==> config.mk <==
export PLATFORM = sky130hd
export DESIGN_NAME = sovq_ctrl
export DESIGN_NICKNAME = d
export VERILOG_FILES = /design/src/sovq_pkg.sv /design/src/sovq_ctrl.sv
export SDC_FILE = /design/constraint.sdc
export NUM_CORES = 1
export LEC_CHECK = 0
export ABC_AREA = 1
export BUFFER_PORTS_ARGS = -buffer_cell sky130_fd_sc_hd__buf_2
export CORE_AREA = 4 4 41 43
export CTS_CLUSTER_SIZE = 25
export DETAILED_ROUTE_END_ITERATION = 6
export DIE_AREA = 0 0 45 47
export PLACE_DENSITY = 0.44
export SYNTH_ARGS = -nofsm -noshare
export SYNTH_HDL_FRONTEND = slang
export SYNTH_SLANG_ARGS = --single-unit
==> constraint.sdc <==
create_clock -name clk_i -period 1.5 [get_ports clk_i]
set_clock_uncertainty 0.05 [all_clocks]
set_input_delay 0.3 -clock clk_i [delete_from_list [all_inputs] [get_ports clk_i]]
set_output_delay 0.3 -clock clk_i [all_outputs]
set_load 0.02 [all_outputs]
==> src/sovq_pkg.sv <==
// Shared types, sizes and helpers for the sphere overlap query table.
// Used by the controller, the datapath and the top level; depends on nothing.
package sovq_pkg;

  localparam int ENTRIES_PER_TABLE = 32;
  localparam int COORD_BITS        = 16;
  localparam int MAX_RESULTS       = 32;

  localparam int IN_COORD_W = 16;
  localparam int RADIUS_W   = 16;
  localparam int INDEX_W    = 5;

  localparam int ADDR_W    = (ENTRIES_PER_TABLE > 1) ? $clog2(ENTRIES_PER_TABLE) : 1;
  localparam int WALK_W    = $clog2(ENTRIES_PER_TABLE + 1);
  localparam int IDXC_W    = (WALK_W > INDEX_W) ? WALK_W : INDEX_W;
  localparam int RAM_DEPTH = 2 * ENTRIES_PER_TABLE;
  localparam int RAM_AW    = ADDR_W + 1;

  localparam int DIFF_W   = COORD_BITS + 1;
  localparam int SQ_W     = 2 * DIFF_W;
  localparam int SUM_W    = SQ_W + 2;
  localparam int LIM_W    = RADIUS_W + 1;
  localparam int LIM_SQ_W = 2 * LIM_W;
  localparam int CMP_W    = (SUM_W > LIM_SQ_W) ? SUM_W : LIM_SQ_W;

  localparam int HIT_W = $clog2(MAX_RESULTS);
  localparam int CNT_W = $clog2(MAX_RESULTS + 1);

  localparam int signed COORD_MAX = (2 ** (COORD_BITS - 1)) - 1;
  localparam int signed COORD_MIN = -COORD_MAX - 1;

  typedef enum logic [1:0] {
    OP_WRITE = 2'd0,
    OP_QUERY = 2'd1,
    OP_CHECK = 2'd2,
    OP_CLEAR = 2'd3
  } sovq_op_e;

  typedef enum logic [2:0] {
    ST_IDLE,
    ST_LOAD,
    ST_WALK,
    ST_DRAIN,
    ST_EMIT
  } sovq_state_e;

  typedef struct packed {
    sovq_op_e                      opcode;
    logic                          table_sel;
    logic [INDEX_W-1:0]            entry_index;
    logic signed [IN_COORD_W-1:0]  pos_x;
    logic signed [IN_COORD_W-1:0]  pos_y;
    logic signed [IN_COORD_W-1:0]  pos_z;
    logic [RADIUS_W-1:0]           radius_in;
    logic                          add_entry_radius;
  } sovq_in_t;

  typedef struct packed {
    logic [INDEX_W-1:0] match_index;
    logic               match_table;
    logic               found;
    logic               last;
  } sovq_out_t;

  typedef struct packed {
    logic [RADIUS_W-1:0]          radius;
    logic signed [COORD_BITS-1:0] z;
    logic signed [COORD_BITS-1:0] y;
    logic signed [COORD_BITS-1:0] x;
  } sovq_sphere_t;

  // Commands from the controller to the datapath.
  typedef struct packed {
    logic wr_entry;
    logic clr_table;
    logic load_query;
    logic load_check;
    logic load_base;
    logic issue;
    logic emit_load;
  } sovq_cmd_t;

  // Status from the datapath to the controller.
  typedef struct packed {
    logic idx_ok;
    logic base_valid;
    logic walk_end;
    logic pipe_empty;
    logic out_free;
    logic emit_last;
  } sovq_sts_t;

  // Sign-extended input coordinate, saturated to the stored coordinate range.
  function automatic logic signed [COORD_BITS-1:0] sat_coord(
    input logic signed [IN_COORD_W-1:0] raw
  );
    int signed v;
    v = int'(raw);
    if (v > COORD_MAX) begin
      v = COORD_MAX;
    end else if (v < COORD_MIN) begin
      v = COORD_MIN;
    end
    return COORD_BITS'(v);
  endfunction

endpackage

==> src/sovq_ctrl.sv <==
// Controller state machine of the sphere overlap query table.
// Depends on sovq_pkg for the state, opcode, command and status types.
module sovq_ctrl
  import sovq_pkg::*;
(
  input  logic      clk_i,
  input  logic      rst_ni,
  input  logic      in_valid_i,
  input  sovq_op_e  opcode_i,
  input  sovq_sts_t sts_i,
  output sovq_cmd_t cmd_o,
  output logic      in_stall_o
);

  sovq_state_e state_q, state_d;

  always_comb begin
    state_d = state_q;
    case (state_q)
      ST_IDLE: begin
        if (in_valid_i) begin
          case (opcode_i)
            OP_QUERY: state_d = ST_WALK;
            OP_CHECK: state_d = (sts_i.idx_ok && sts_i.base_valid) ? ST_LOAD : ST_EMIT;
            default:  state_d = ST_IDLE;
          endcase
        end
      end
      ST_LOAD:  state_d = ST_WALK;
      ST_WALK: begin
        if (sts_i.walk_end) begin
          state_d = ST_DRAIN;
        end
      end
      ST_DRAIN: begin
        if (sts_i.pipe_empty) begin
          state_d = ST_EMIT;
        end
      end
      ST_EMIT: begin
        if (sts_i.out_free && sts_i.emit_last) begin
          state_d = ST_IDLE;
        end
      end
      default: state_d = ST_IDLE;
    endcase
  end

  always_comb begin
    cmd_o      = '0;
    in_stall_o = 1'b1;
    case (state_q)
      ST_IDLE: begin
        in_stall_o = 1'b0;
        if (in_valid_i) begin
          case (opcode_i)
            OP_WRITE: cmd_o.wr_entry   = sts_i.idx_ok;
            OP_CLEAR: cmd_o.clr_table  = 1'b1;
            OP_QUERY: cmd_o.load_query = 1'b1;
            OP_CHECK: cmd_o.load_check = 1'b1;
            default: ;
          endcase
        end
      end
      ST_LOAD: cmd_o.load_base = 1'b1;
      ST_WALK: cmd_o.issue     = !sts_i.walk_end;
      ST_EMIT: cmd_o.emit_load = sts_i.out_free;
      default: ;
    endcase
  end

  always_ff @(posedge clk_i or negedge rst_ni) begin
    if (!rst_ni) begin
      state_q <= ST_IDLE;
    end else begin
      state_q <= state_d;
    end
  end

  // Results are only read out once every lookup of the walk has retired.
  assert property (@(posedge clk_i) disable iff (!rst_ni)
    (state_q == ST_EMIT) |-> sts_i.pipe_empty)
    else $error("result readout started with lookups still in flight");

  // The base entry of a check is taken in the cycle right after acceptance.
  assert property (@(posedge clk_i) disable iff (!rst_ni)
    (state_q == ST_LOAD) |-> ($past(state_q) == ST_IDLE))
    else $error("base entry loaded outside the cycle after acceptance");

  // The input is open only while the controller idles.
  assert property (@(posedge clk_i) disable iff (!rst_ni)
    in_stall_o == (state_q != ST_IDLE))
    else $error("input stall out of step with the controller state");

endmodule

==> impl_results.md, run 1 <==
* TritonCTS Buffers at 3
* RR Startpoint: state_q[0]$_DFFE_PN0P_
* Most frequent cells in the layout: 16 x nand2_1, 12 x buf_4, 11 x buf_2
* Failing checks: setup timing
* Slowest stage delay, CP at 0.42 ns
* Max-slew violations at 0
* Unrepaired setup endpoints after global routing: true
* CP cell instances: nor2_4 -> nand2_4 -> nor3_2 -> buf_4
* Final WS setup at -0.0653 ns
* Worst-path maximum fanout at 5
* Mapped Avg Cell Area at 5.68 um2
* Leakage at 0.317 nW
* Die height at 47 um
* Drt pass-1 iters at 2
* N_diodes at 0
* Post-Synthesis Cell Area at 284 um2
* Htree depth at 1
* Net Count, Synth at 61
* Max cap viols at 0
* Post-route ant nets at 0
* Layout Nets at 90
* Most common cell after layout, fill and taps aside: nand2_1
* Input/output buffers at 18
* Hold violation count in the final report at 0
* Initial Util at 21.8%
* Req. time, crit path at 1.15 ns
* Skew-Pair Late Insertion Delay at 0.23 ns
* Outcome: finished, violations left
* Max clock buf depth at 2
* Total power at 0.825 mW
* Worst Path Arrival at 1.22 ns
* Initial antenna violation count at 0
* CTS clk-pin slew, worst paths at 0.04 ns
* R2R depth at 9
* Grt ovf at 0
* Clock Tree Root: clkbuf_4
* Top reg by flops: state_q
* Die X at 45 um
* Max_slew headroom at 83.9%
* Worst slew pin tran at 0.242 ns
* Register area share after synthesis at 26.4%
* Core box area at 1300 um2
* WS Path Type: flop to output pin
* R2r setup slk at 0.20 ns
* Setup violators final at 5
* Reg-to-reg endpoint: state_q[2]$_DFFE_PN0P_
* Crit start category: flop
* WHS Path Cells at 4
* Worst hold start: sts_i[2]
* Cells after Synth at 50
* Layout cell share with drive strength beyond 1 at 51.3%
* CTS tree: done
* Pin count of the biggest net entering global routing at 6
* Fin util at 40.8%
* Placer Congestion at 0.693
* IR drop worst, VDD at 0.643 mV
* Synth unique cells at 12
* Drc violations at 0
* Full die area at 2120 um2
* Worst hold path type: input port to flop
* Synthesized flop and latch total at 3
* Period utilisation layout at 104%
* Critical path capture point type: output pin
* Iter 0 DRT Violations at 2
* Vias in the first global route at 397
* Num rows at 13
* Post-layout minimum cycle time at 1.57 ns
* PwrDens at 1550 nW/um2
* Hold Path End: state_q[0]$_DFFE_PN0P_
* Average wire per standard cell at 9.61 um
* Synth warnings at 0
* Detailed Place HPWL at 741 um
* CTS Sinks at 3
* Biggest regs: state_q: 3 flops
* Fmax at 639 MHz
* Final wirelength at 894 um
* Slowest-stage cell, CP: dfrtp_2
* DR vias/cell at 4.31
* Vias post-DR at 401
* Top-Level Pins at 19
* Global-route wire length before repair at 1440 um
* Max reg flops at 3
* Layout overhead on the synthesized area at 86.8%
* GRT Total Usage at 9.32%
==> layer usage <==
metal  share of wire, %  up-vias  wire (um)  track usage [%]
li1                   -      214          -                -
met1                 43      173        388             10.0
met2                 46       14        415             15.8
met3                 10        0         90             3.45
met4                  0        0          0             5.26
met5                  0        -          0                0
==> through the flow <==
| step | hold slack (ns) | worst slack, ns | instances | setup TNS (ns) | area [um2] |
|---|---|---|---|---|---|
| floorplan | -0.0456 | 0.00146 | 50 | 0 | 300 |
| global placement | 0.0491 | 0.0778 | 83 | 0 | 409 |
| detailed placement | 0.0482 | 0.0732 | 83 | 0 | 409 |
| CTS | 0.323 | -0.0982 | 90 | -0.327 | 487 |
| global route | 0.352 | -0.137 | 93 | -0.637 | 531 |
| finish | 0.320 | -0.0653 | 93 | -0.263 | 531 |
==> cell type report <==
class | instances | area [um2]
Inverter | 10 | 37.5
Clock buffer | 4 | 26.3
Multi-Input combinational cell | 37 | 214
Timing Repair Buffer | 24 | 155
Tap cell | 15 | 18.8
Sequential cell | 3 | 78.8
Fill cell | 149 | 771
==> logic make-up (layout without fill, tap and decap cells) <==
group	after synthesis	in the layout	synth area share, %
flops	3	3	26.4
buf+inv	10	38	13.2
compound gates	1	1	2.64
simple gates	36	36	57.7
==> critical path, delay by kind of cell (launching register included) <==
kind	cells	cell delay, ns
DFF	1	0.42
and+or+nand+nor	3	0.40
buffers and inverters	1	0.16
==> report_power, final <==
part           switching [mW]  internal (mW)  leakage [nW]
Combinational           0.295          0.226         0.267
Clock                  0.0395         0.0995        0.0150
Sequential             0.0471          0.118        0.0348
Total                   0.382          0.443         0.317
==> worst max path at each step <==
stage,slack [ns],from,endpoint,cells after the start
floorplan,0.001,state_q[2]$_DFFE_PN0P_,cmd_o[5],3
global placement,0.08,state_q[2]$_DFFE_PN0P_,cmd_o[6],4
detailed placement,0.07,state_q[2]$_DFFE_PN0P_,cmd_o[5],4
CTS,-0.1,state_q[2]$_DFFE_PN0P_,cmd_o[5],4
global route,-0.14,state_q[0]$_DFFE_PN0P_,cmd_o[5],4
finish,-0.07,state_q[0]$_DFFE_PN0P_,cmd_o[6],4
==> cells in the mapped netlist, drive strengths merged <==
master  instances  share of area (%)
dfrtp           3                 26
nand2          17                 23
inv            10                 13
nor2            6                9.7
nand4           1                2.2
nor3            2                3.5
o21bai          1                2.6
nor4            1                2.2
and3            1                2.6
nand3           8                 14
==> timing repair <==
action,CTS,global route
buffers inserted,2,3
gates resized for setup,9,8
pin swaps,2,2
setup endpoints to repair,7,7
hold endpoints to repair,3,0
hold buffers,1,0
Note: power is estimated with default switching activity, not from simulation.
==> run 2: changes to the inputs <==
--- a/config.mk
+++ b/config.mk
@@ -12,6 +12,7 @@
 export DETAILED_ROUTE_END_ITERATION = 6
 export DIE_AREA = 0 0 45 47
 export PLACE_DENSITY = 0.44
+export REMOVE_ABC_BUFFERS = 1
 export SYNTH_ARGS = -nofsm -noshare
 export SYNTH_HDL_FRONTEND = slang
 export SYNTH_SLANG_ARGS = --single-unit
==> impl_results.md, run 2 (same netlist as run 1, synthesis figures left out) <==
* Top reg by flops: state_q
* Post-route ant nets at 0
* CTS Sinks at 3
* Layout overhead on the synthesized area at 91.2%
* Max-slew violations at 0
* Die X at 45 um
* GRT Total Usage at 9.41%
* Die height at 47 um
* Worst slew pin tran at 0.195 ns
* Average wire per standard cell at 9.33 um
* Detailed Place HPWL at 692 um
* Placer Congestion at 0.740
* Initial Util at 21.8%
* Input/output buffers at 18
* Reg-to-reg endpoint: state_q[0]$_DFFE_PN0P_
* Top-Level Pins at 19
* Worst hold path type: input port to flop
* Max reg flops at 3
* Busiest grt layer: met2
* Num rows at 13
* Max cap viols at 0
* Full die area at 2120 um2
* Layout cell share with drive strength beyond 1 at 50.6%
* CTS tree: done
* GR Util met1 at 10.7%
* Critical path capture point type: output pin
* WHS Path Cells at 4
* Initial antenna violation count at 0
* Slowest-stage cell, CP: dfrtp_2
* Global-route wire length before repair at 1450 um
* Htree depth at 1
* Crit start category: flop
* Drc violations at 0
* Total power at 0.887 mW
* Outcome: finished, violations left
* Worst Path Buf+Inv at 1
* Period utilisation layout at 106%
* R2R depth at 8
* IR drop worst, VDD at 0.627 mV
* Grt ovf at 0
* Layout Nets at 91
* Core box area at 1300 um2
* Worst Path Arrival at 1.24 ns
* Req. time, crit path at 1.15 ns
* RR Startpoint: state_q[1]$_DFFE_PN0P_
* CTS clk-pin slew, worst paths at 0.04 ns
* Most common cell after layout, fill and taps aside: nand2_1
* Hold Path End: state_q[0]$_DFFE_PN0P_
* Iter 0 DRT Violations at 14
* TritonCTS Buffers at 3
* CP cell instances: nor2_4 -> nand2_4 -> nor3_1 -> buf_2
* Clock Tree Root: clkbuf_4
* R2r setup slk at 0.28 ns
* Unrepaired setup endpoints after global routing: true
* N_diodes at 0
* Vias in the first global route at 364
* Final wirelength at 877 um
* Skew-Pair Late Insertion Delay at 0.23 ns
* Vias post-DR at 414
* Max_slew headroom at 86.9%
* Hold Worst Slack at 0.314 ns
* Post-layout minimum cycle time at 1.59 ns
* Fmax at 629 MHz
* GRT met2 Usage at 15.8%
* Setup violators final at 5
* Drt pass-1 iters at 4
* Fin util at 41.7%
* Slowest stage delay, CP at 0.43 ns
* Biggest regs: state_q: 3 flops
* Pin count of the biggest net entering global routing at 6
* Leakage at 0.321 nW
* Final WS setup at -0.0907 ns
* PwrDens at 1630 nW/um2
* Worst hold start: sts_i[2]
* Max clock buf depth at 2
* CP top delay family: flip-flops
* Failing checks: setup timing
* Most frequent cells in the layout: 16 x nand2_1, 13 x buf_2, 8 x inv_1, 8 x buf_4, 7 x nand3_1
* DR vias/cell at 4.40
* Filler cell count at 152
* Met3 Use GR at 2.68%
* Worst-path maximum fanout at 5
* WS Path Type: flop to output pin
* Hold violation count in the final report at 0
==> run 2: repair_timing <==
item,4_1_cts,5_1_grt
setup buffers,3,2
pin swaps,4,3
setup endpoints to repair,6,7
hold buffers,1,0
endpoints found under the hold margin,3,0
resized for setup,8,13
==> run 2: power breakdown <==
group          internal (mW)  switching, mW
Sequential             0.118         0.0555
Clock                 0.0997         0.0433
Combinational          0.266          0.304
==> run 2: layout make-up <==
type                            count  area [um2]  area share (%)
Multi-Input combinational cell     37         213            39.2
Timing Repair Buffer               25         169            31.1
Sequential cell                     3        78.8            14.5
Inverter                           10        37.5            6.91
Clock buffer                        4        26.3            4.84
Tap cell                           15        18.8            3.46
==> run 2: worst max path at each step <==
stage | to | from | cells after the start
final | cmd_o[6] | state_q[2]$_DFFE_PN0P_ | 4
after global routing | cmd_o[5] | state_q[2]$_DFFE_PN0P_ | 4
after CTS | cmd_o[5] | state_q[0]$_DFFE_PN0P_ | 4
after detailed placement | cmd_o[5] | state_q[2]$_DFFE_PN0P_ | 4
after global placement | cmd_o[5] | state_q[2]$_DFFE_PN0P_ | 4
after floorplan | cmd_o[5] | state_q[2]$_DFFE_PN0P_ | 3
==> run 2: per-stage QoR <==
step / TNS (ns) / setup WS, ns / cell area, um2 / instances
finish: -0.305 / -0.0907 / 543 / 94
global placement: 0 / 0.105 / 400 / 84
CTS: -0.414 / -0.123 / 483 / 92
global route: -0.622 / -0.161 / 543 / 94
detailed placement: 0 / 0.0886 / 400 / 84
floorplan: -0.356 / -0.217 / 284 / 50
==> run 2: routing by layer <==
layer,share of wire (%),up-vias
li1,-,215
met1,42,184
met2,48,15
met3,9.7,0
met4,0,0
met5,0,-
==> run 2: worst min-delay path, cell delays in order <==
cell and delay [ns]:
buf_2 0.07, inv_1 0.03, nand2_1 0.09, nand2_1 0.06
==> run 3: changes to the inputs <==
--- a/config.mk
+++ b/config.mk
@@ -8,6 +8,7 @@
 export ABC_AREA = 1
 export BUFFER_PORTS_ARGS = -buffer_cell sky130_fd_sc_hd__buf_2
 export CORE_AREA = 4 4 41 43
+export CTS_BUF_LIST = sky130_fd_sc_hd__clkbuf_4
 export CTS_CLUSTER_SIZE = 25
 export DETAILED_ROUTE_END_ITERATION = 6
 export DIE_AREA = 0 0 45 47
==> impl_results.md, run 3 (same netlist as run 1, synthesis figures left out) <==
* Period utilisation layout at 106%
* Crit start category: flop
* Iter 0 DRT Violations at 12
* N_diodes at 0
* Layout overhead on the synthesized area at 92.5%
* PwrDens at 1650 nW/um2
* Input/output buffers at 18
* CTS Sinks at 3
* Average wire per standard cell at 9.23 um
* Global-route wire length before repair at 1440 um
* Final WS setup at -0.0869 ns
* Detailed Place HPWL at 692 um
* CP cell instances: nor2_4 -> nand2_4 -> nor3_1 -> buf_2
* Failing checks: setup timing
* Biggest regs: state_q: 3 flops
* Most frequent cells in the layout: 16 x nand2_1, 13 x buf_2, 8 x inv_1, 8 x buf_4, 7 x nand3_1
* Leakage at 0.324 nW
* Outcome: finished, violations left
* Drc violations at 0
* Placer Congestion at 0.740
* Core box area at 1300 um2
* Pin count of the biggest net entering global routing at 6
* Placement Setup Slack at 0.0886 ns
* Worst slew pin tran at 0.195 ns
* GRT Total Usage at 9.34%
* Layout Nets at 91
* Max reg flops at 3
* Post-layout minimum cycle time at 1.59 ns
* WS Path Type: flop to output pin
* Max cap viols at 0
* Post-route ant nets at 0
* Max-slew violations at 0
* Worst-path maximum fanout at 5
* Initial antenna violation count at 0
* Fin Setup TNS at -0.287 ns
* Die height at 47 um
* Slowest-stage cell, CP: dfrtp_2
* Most common cell after layout, fill and taps aside: nand2_1
* Top reg by flops: state_q
* Initial Util at 21.8%
* Worst hold path type: input port to flop
* Fmax at 630 MHz
* Num rows at 13
* TritonCTS Buffers at 3
* Vias post-DR at 407
* Max_slew headroom at 86.9%
* Vias in the first global route at 360
* CTS tree: done
* CTS clk-pin slew, worst paths at 0.04 ns
* CP top delay family: flip-flops
* Placed instance area at 400 um2
* Max clock buf depth at 2
* Unrepaired setup endpoints after global routing: true
* Setup violators final at 5
* Total placed cells including tap cells at 84
* Top-Level Pins at 19
* DR vias/cell at 4.33
* Die X at 45 um
* Htree depth at 1
* Final cell count without fillers at 94
* Slowest stage delay, CP at 0.42 ns
* Critical path capture point type: output pin
* Final instance area at 547 um2
* Worst Path Buf+Inv at 1
* Layout cell share with drive strength beyond 1 at 51.9%
* Final wirelength at 868 um
* Clock Tree Root: clkbuf_4
* Hold violation count in the final report at 0
* Drt pass-1 iters at 4
* Req. time, crit path at 1.15 ns
* Full die area at 2120 um2
* Worst Path Arrival at 1.24 ns
* Skew-Pair Late Insertion Delay at 0.23 ns
* Grt ovf at 0
* IR drop worst, VDD at 0.626 mV
run 3: cell counts in the layout (fill, tap and decap cells not counted):
No cell type changed its count.
run 3: final timing paths:
kind / from / end / slack (ns) / cells after the start
setup / recovery: state_q[2]$_DFFE_PN0P_ / cmd_o[6] / -0.09 / 4
hold / removal: sts_i[2] / state_q[0]$_DFFE_PN0P_ / 0.31 / 4
setup reg to reg: state_q[1]$_DFFE_PN0P_ / state_q[0]$_DFFE_PN0P_ / 0.26 / 8
hold reg to reg: state_q[2]$_DFFE_PN0P_ / state_q[2]$_DFFE_PN0P_ / 0.57 / 2
max in group asynchronous: rst_ni / state_q[1]$_DFFE_PN0P_ / 0.94 / 2
min in group asynchronous: rst_ni / state_q[2]$_DFFE_PN0P_ / 0.34 / 2
run 3: final cells by class:
type	count	area, um2
Clock buffer	4	30.0
Fill cell	151	754
Inverter	10	37.5
Multi-Input combinational cell	37	213
Sequential cell	3	78.8
Tap cell	15	18.8
Timing Repair Buffer	25	169
run 3: per-stage QoR:
step,util [%],hold WS (ns),power [mW]
finish,42.0,0.310,0.901
global route,42.0,0.323,0.985
CTS,37.4,0.309,0.812
detailed placement,30.8,0.0487,0.548
global placement,30.8,0.0495,0.552
floorplan,-,-0.0456,0.419
run 3: layer usage:
layer	global-route usage [%]	share of wire, %
met5	0	0
met4	5.26	0
met3	2.68	9.8
met2	15.3	48
met1	11.0	42
run 3: power by group:
group	leakage [nW]	total [mW]	switching [mW]	internal (mW)
combinational	0.271	0.569	0.303	0.266
sequential	0.0348	0.173	0.0555	0.118
clock	0.0184	0.158	0.0408	0.118
run 3: worst reg2reg max path: stages, from the launching register on:
cell and delay (ns):
dfrtp_2 0.43, buf_4 0.14, nand2_1 0.04, nor2_1 0.13, nand2_1 0.11, nand2_1 0.08, nor2_2 0.05, nand2_1 0.05
nand2_1 0.05
run 3: timing repair:
item / in CTS / in global routing
setup endpoints to repair: 6 / 7
pin swaps: 4 / 3
resized for setup: 8 / 13
hold endpoints to repair: 3 / 0
buffers inserted: 3 / 2
hold buffers: 1 / 0
